**src/hw/rtl/rce_div.sv**
```systemverilog
`timescale 1ns / 1ps
// ----------------------------------------------------------------------------
// rce_div
// restoring divider, one quotient bit per cycle
// ----------------------------------------------------------------------------
module rce_div #(
  parameter int W  = 76,
  parameter int DV = 9
) (
  input  logic          clk,
  input  logic          rst_n,
  input  logic          start,
  input  logic [W-1:0]  dividend,
  input  logic [DV-1:0] divisor,
  output logic          done,
  output logic [W-1:0]  quot,
  output logic          rem_nz
);

  localparam int CW = $clog2(W + 1);

  logic [W-1:0]  dvd_r, dvd_nxt;
  logic [W-1:0]  q_r, q_nxt;
  logic [DV-1:0] rem_r, rem_nxt;
  logic [DV-1:0] dvs_r, dvs_nxt;
  logic [CW-1:0] cnt_r, cnt_nxt;
  logic          done_r, done_nxt;
  logic [DV:0]   trial;
  logic          fit;

  always_comb begin
    trial    = {rem_r, dvd_r[W-1]};
    fit      = trial >= {1'b0, dvs_r};
    dvd_nxt  = dvd_r;
    q_nxt    = q_r;
    rem_nxt  = rem_r;
    dvs_nxt  = dvs_r;
    cnt_nxt  = cnt_r;
    done_nxt = 1'b0;
    if (start) begin
      dvd_nxt = dividend;
      dvs_nxt = divisor;
      q_nxt   = '0;
      rem_nxt = '0;
      cnt_nxt = CW'(W);
    end else if (cnt_r != '0) begin
      dvd_nxt = {dvd_r[W-2:0], 1'b0};
      q_nxt   = {q_r[W-2:0], fit};
      rem_nxt = fit ? DV'(trial - {1'b0, dvs_r}) : trial[DV-1:0];
      cnt_nxt = cnt_r - 1'b1;
      if (cnt_r == CW'(1)) begin
        done_nxt = 1'b1;
      end
    end
  end

  always_ff @(posedge clk) begin
    if (!rst_n) begin
      cnt_r  <= '0;
      done_r <= 1'b0;
    end else begin
      cnt_r  <= cnt_nxt;
      done_r <= done_nxt;
    end
    dvd_r <= dvd_nxt;
    q_r   <= q_nxt;
    rem_r <= rem_nxt;
    dvs_r <= dvs_nxt;
  end

  assign done   = done_r;
  assign quot   = q_r;
  assign rem_nz = rem_r != '0;

endmodule

```
**config.mk**
```make
export PLATFORM = sky130hd
export DESIGN_NAME = rce_div
export DESIGN_NICKNAME = d
export VERILOG_FILES = /design/src/hw/rtl/rce_div.sv
export SDC_FILE = /design/constraint.sdc
export NUM_CORES = 1
export LEC_CHECK = 0
export BUFFER_PORTS_ARGS = -buffer_cell sky130_fd_sc_hd__buf_4
export CORE_ASPECT_RATIO = 0.7
export CORE_MARGIN = 2
export CORE_UTILIZATION = 50
export CTS_CLUSTER_DIAMETER = 200
export CTS_CLUSTER_SIZE = 12
export DETAILED_ROUTE_END_ITERATION = 10
export HOLD_SLACK_MARGIN = 0.02
export PLACE_DENSITY = 0.75
export SLEW_MARGIN = 30
export SYNTH_ARGS = -nofsm -noshare
export SYNTH_HDL_FRONTEND = slang
export SYNTH_SLANG_ARGS = --single-unit
```
**constraint.sdc**
```tcl
create_clock -name clk -period 4 [get_ports clk]
set_input_delay 0.8 -clock clk [delete_from_list [all_inputs] [get_ports clk]]
set_output_delay 0.8 -clock clk [all_outputs]
set_load 0.03 [all_outputs]
```
* Yosys cells after proc, flatten, opt, wreduce, memory -nomap -nowiden
Cells that the tools add are included.
Storage, ports and cells: register bits 178, input bits 88, output and inout port bits 78, word-level logic and storage cells 24
Cells by class: add/subtract/negate cells 2, magnitude comparators 1, eq/ne operators 1, multiplexer cells 6, bitwise logic cells 2, reduce and logical (&&, ||, !) cells 5
Operator list (number):
- 2-to-1 mux 76 bit | 2
- 2-to-1 mux 7 bit | 2
- greater-or-equal comparator 10 x 9 -> 1 bit | 1
- 2-to-1 mux 9 bit | 1
- nonzero test 9 bit | 1
- subtractor 9 bit | 1
- equality test 7 x 1 -> 1 bit, second input constant | 1
- nonzero test 7 bit | 1
- subtractor 7 x 1 -> 7 bit, second input constant | 1
- OR reduction 3 bit | 1
- NOT 1 bit | 2
- nonzero test 2 bit | 1
- OR reduction 2 bit | 1
- 2-to-1 mux 1 bit | 1

* Logic depth before layout (Yosys ltp)
depth in word-level cells 3, gate-level depth with buffers 10, mapped depth without buffers 9

* Least setup slack after synthesis
No wires, ideal clock.
kind input-to-reg, start point input start, end point register dvd_r[0], enable pin, library setup time 0.436 ns, arrival 2.818 ns, data required time 3.564 ns, path slack 0.746 ns, cell stages on the path 3, path buffers 1, cell sequence clkbuf_1 -> inv_1 -> nand2_1
Between the ends: word-level cells in the longest chain between the ends 1
RTL lines:
- from (decl) | line 12 | input logic start,
- nonzero test 2 bit (no line)
- to (signal assigned) | line 65 | dvd_r <= dvd_nxt;
- to (decl) | line 22 | logic [W-1:0] dvd_r, dvd_nxt;
No other way between the ends. A chain may end at the register's enable or synchronous reset.

* Final worst setup path
start point register dvd_r[75], end point register rem_r[0]
Between the ends: word-level cells in the longest chain between the ends 2, elaborated cells between the ends (all ways) 3, those cells by class add/sub: 1; order compare: 1; mux: 1
RTL lines:
- subtractor 9 bit / greater-or-equal comparator 10 x 9 -> 1 bit (equally long branches) | line 49, 33
- 2-to-1 mux 9 bit * | line 49 | rem_nxt = fit ? DV'(trial - {1'b0, dvs_r}) : trial[DV-1:0];
- to (signal assigned) | line 67 | rem_r <= rem_nxt;
- to (decl) | line 24 | logic [DV-1:0] rem_r, rem_nxt;
Every way passes the cells marked *; elsewhere a longest branch is shown, timed or not.

==> implementation parameters <==
Parameter                              Value

Status
  Status ... complete, no violations

Place
  HPWL reported at the end of detailed placement ... 10.1 mm
  Number of port buffers ... 165
  Gp weighted congestion ... 0.847

Detailed routing
  Remaining number of nets flagged by the antenna check after routing ... 0
  Total via count in the routed design ... 5215
  Via-per-instance ratio ... around 5.2
  Starting DRT DRC Count ... 422
  Final WL ... 15.7 mm
  Avg WL per Cell ... 15.6 µm
  Number of detailed-routing iterations run before antenna repair ... 4
  DRC violations left ... 0

STA
  Worst setup skew after layout ... 10.5 ps
  Total negative setup slack ... 0 ps
  Setup Viol. Count Final ... 0
  WHS ... 461 ps
  Count of endpoints failing hold in the final timing report ... 0
  Max Transition Viols Final ... 0
  Post-layout minimum cycle time ... 2490 ps
  Portion of the clock cycle consumed by the worst path in the final layout ... ~62%
  Setup repair after global routing missed its margin ... no
  Worst-margin pin slew ... approximately 900 ps
  Highest Clock Rate ... 402 MHz
  Max_slew headroom ... between 30 and 40%

Clock network
  # H-tree levels ... 4
  Clock transition at the registers of the reported paths ... ~70 ps
  Deepest clock path buffer count ... 2
  Total of cells resized after clock tree synthesis ... 0
  Post-cts hold buffer count ... 0
  Clock root buffer ... clkbuf_16
  Number of buffers created by CTS ... 17
  Count of buffers added by post-CTS timing repair for setup ... 0
  Clk Latency, worst-skew pair ... 420 ps
  TritonCTS clock tree ... yes
  CTS sink count ... 178

Logic synthesis
  Compound-Gate Fraction of Synth Area ... 9.61%
  Dominant combinational cell family by area after synthesis ... multiplexers
  Synthesized Nets ... 755
  Synthesized-area fraction occupied by xor and xnor cells ... 0.717%
  Fraction of synthesized area in multiplexers ... 12.7%
  Yosys top cell area share ... 34.8%
  Simple-gate share of the synthesized area ... 11.5%
  Post-synth EDFFs ... 85
  Async S/R FF share, synth ... 0%
  Warnings, synthesis ... 0
  Area contributors post-synth ... edfxtp_1 (35%), dfxtp_1 (25%), mux2_2 (12%)
  Mean cell area of the mapped netlist ... 11.2 µm²
  Post-synth top area cell ... edfxtp_1
  Commonest register cell after synthesis ... dfxtp_1
  Mapped Area ... between 7000 and 8000 µm²
  Instance count of the mapped netlist ... 655
  Cell with the most instances after synthesis ... nand2_1
  Seq/Total Area, Yosys ... 60.2%
  Synth Area in Adders ... 2.15%
  Count of state elements after synthesis ... 178
  Cell variety after synth ... 47
  List of most frequent post-synthesis cells ... nand2_1 (158), dfxtp_1 (93), edfxtp_1 (85)

Run
  Count of max-cap constraint violations ... 0

Global route
  Via count of the first global-routing pass ... between 5000 and 6000
  Initial antenna violation count ... 0
  Total Routing Usage GR ... 20.7%
  Maximum number of pins on one net before global-route repair ... 172
  Global-route wire length before repair ... between 20 and 30 mm
  Total global routing overflow ... 0

Setup path
  R2R Setup Slk ... approximately 1500 ps
  CP Class ... reg -> reg
  Required time at the endpoint of the critical path ... approximately 4300 ps
  Worst Setup End Kind ... register
  Cell family with the largest share of critical-path delay ... compound AO/OA/AOI/OAI gates
  Count of buffer and inverter cells on the critical path ... 2
  Delay of the slowest critical-path stage ... between 400 and 500 ps
  Cells on worst reg2reg path ... 9
  Crit-path cells ... inv_1, ha_1, inv_1, fa_1, a211oi_2, o211ai_2, a21oi_4, mux2_4, a211oi_2
  Capture point of the worst reg-to-reg path ... rem_r[0]$_SDFFE_PP0N_
  Endpoint of the most critical setup path ... rem_r[0]$_SDFFE_PP0N_
  Setup crit start ... dvd_r[75]$_DFFE_PP_
  Startpoint kind of the worst setup timing path ... register
  Endpoint arrival time on the critical path ... roughly 2800 ps
  Crit Path Max Fanout ... 7
  Slowest stage cell, crit path ... fa_1
  Count of cell instances traversed by the critical path ... 9
  Beginning of the worst register-to-register path ... dvd_r[75]$_DFFE_PP_

Floorplanning
  Cell row count ... 36
  Floorplan core area ... 14100 µm²
  Initial core utilization ... 52.0%
  Die W ... 149 µm
  Die extent in y ... 105 µm
  I/O pins ... 166
  DIE AREA ... 15700 µm²

Hold path
  Worst Hold Class ... reg -> reg

Final layout
  Multi-input gate area in the final layout ... around 2700 µm²
  Antenna Cells ... 0
  Final-layout fill cell count ... 1078
  Sequential standard cell area ... around 4400 µm²
  Number of nets in the finished design ... 902
  Post-synthesis to final-layout area growth ... 26.9%
  Share of final-layout standard cells stronger than drive strength 1 ... 35.1%

Power
  Max rail drop VDD ... ~0.28 mV
  Leak Pwr ... 3.65 nW
  Ratio of total power to cell area ... 530 nW/µm²
==> routing by layer <==
metal  part of all wire (%)  wire [µm]  track usage [%]  vias to the layer above
met5                      0          0                0                        -
met4                    1.6        254             8.16                        0
met3                    6.2        971             5.71                       22
met2                     48       7510             33.2                      139
met1                     44       6980             26.8                     2468
li1                       -          -                -                     2586
==> how the worst min path moves through the flow <==
stage	from	endpoint	slack, ps	depth (start not counted)
global route	quot[75]$_SDFFE_PP0N_	quot[75]$_SDFFE_PP0N_	480	2
floorplan	rem_r[8]$_SDFFE_PP0N_	rem_r[8]$_SDFFE_PP0N_	460	2
global placement	quot[75]$_SDFFE_PP0N_	quot[75]$_SDFFE_PP0N_	440	2
finish	quot[75]$_SDFFE_PP0N_	quot[75]$_SDFFE_PP0N_	460	2
CTS	quot[75]$_SDFFE_PP0N_	quot[75]$_SDFFE_PP0N_	460	2
detailed placement	quot[75]$_SDFFE_PP0N_	quot[75]$_SDFFE_PP0N_	450	2
==> power by group <==
part / leakage, nW / internal, mW / total [mW] / switching (mW)
Clock: 0.281 / 0.992 / 1.71 / 0.722
Sequential: 1.64 / 2.13 / 2.24 / 0.102
Combinational: 1.73 / 0.435 / 0.984 / 0.549
==> cell usage in the layout, fill, tap and decap left out, types with 4 or more instances in the layout <==
cell type	n
nor2_1	21
a211oi_1	8
clkinvlp_4	4
nor3_1	5
nand2b_1	4
mux2i_1	6
nand2_1	157
edfxtp_1	85
inv_1	13
clkbuf_16	17
buf_4	166
dfxtp_1	93
ha_1	11
mux2_2	76
a21oi_1	84
==> tightest hold or removal path: cells and delay by family, from the launching register on <==
family	cells	cell delay, ps
DFF	1	310
and+or+nand+nor	1	50
AOI/OAI and AO/OA	1	50
==> cells by family after synthesis <==
group,after synthesis
fa+ha+maj,12
mux,83
xor+xnor,6
simple gates,206
compound gates,117
buf+inv,53
flops,178
==> final cells by class <==
class	count	share of cell area, %
Inverter	13	0.524
Timing Repair Buffer	168	13.7
Clock buffer	18	4.61
Clock inverter	14	1.94
Tap cell	190	2.55
Sequential cell	178	47.4
Multi-Input combinational cell	424	29.2
==> flip-flops by register name (all words and copies together) (netlist names) <==
register / count
cnt_r: 7
rem_r: 9
done: 1
dvd_r: 76
quot: 76
dvs_r: 9
==> per-stage QoR <==
step / total power, mW / utilization, % / setup slack (ps) / instances / cell area, µm²
global route: 5.16 / 66.0 / 1340 / 1005 / 9310
global placement: 3.21 / 61.6 / 1630 / 973 / 8690
detailed placement: 3.25 / 61.6 / 1570 / 973 / 8690
finish: 4.93 / 66.0 / 1510 / 1005 / 9310
floorplan: 3.00 / - / 746 / 655 / 7330
CTS: 4.96 / 66.0 / 1530 / 1005 / 9300
Power figures use the tool's default switching activity.
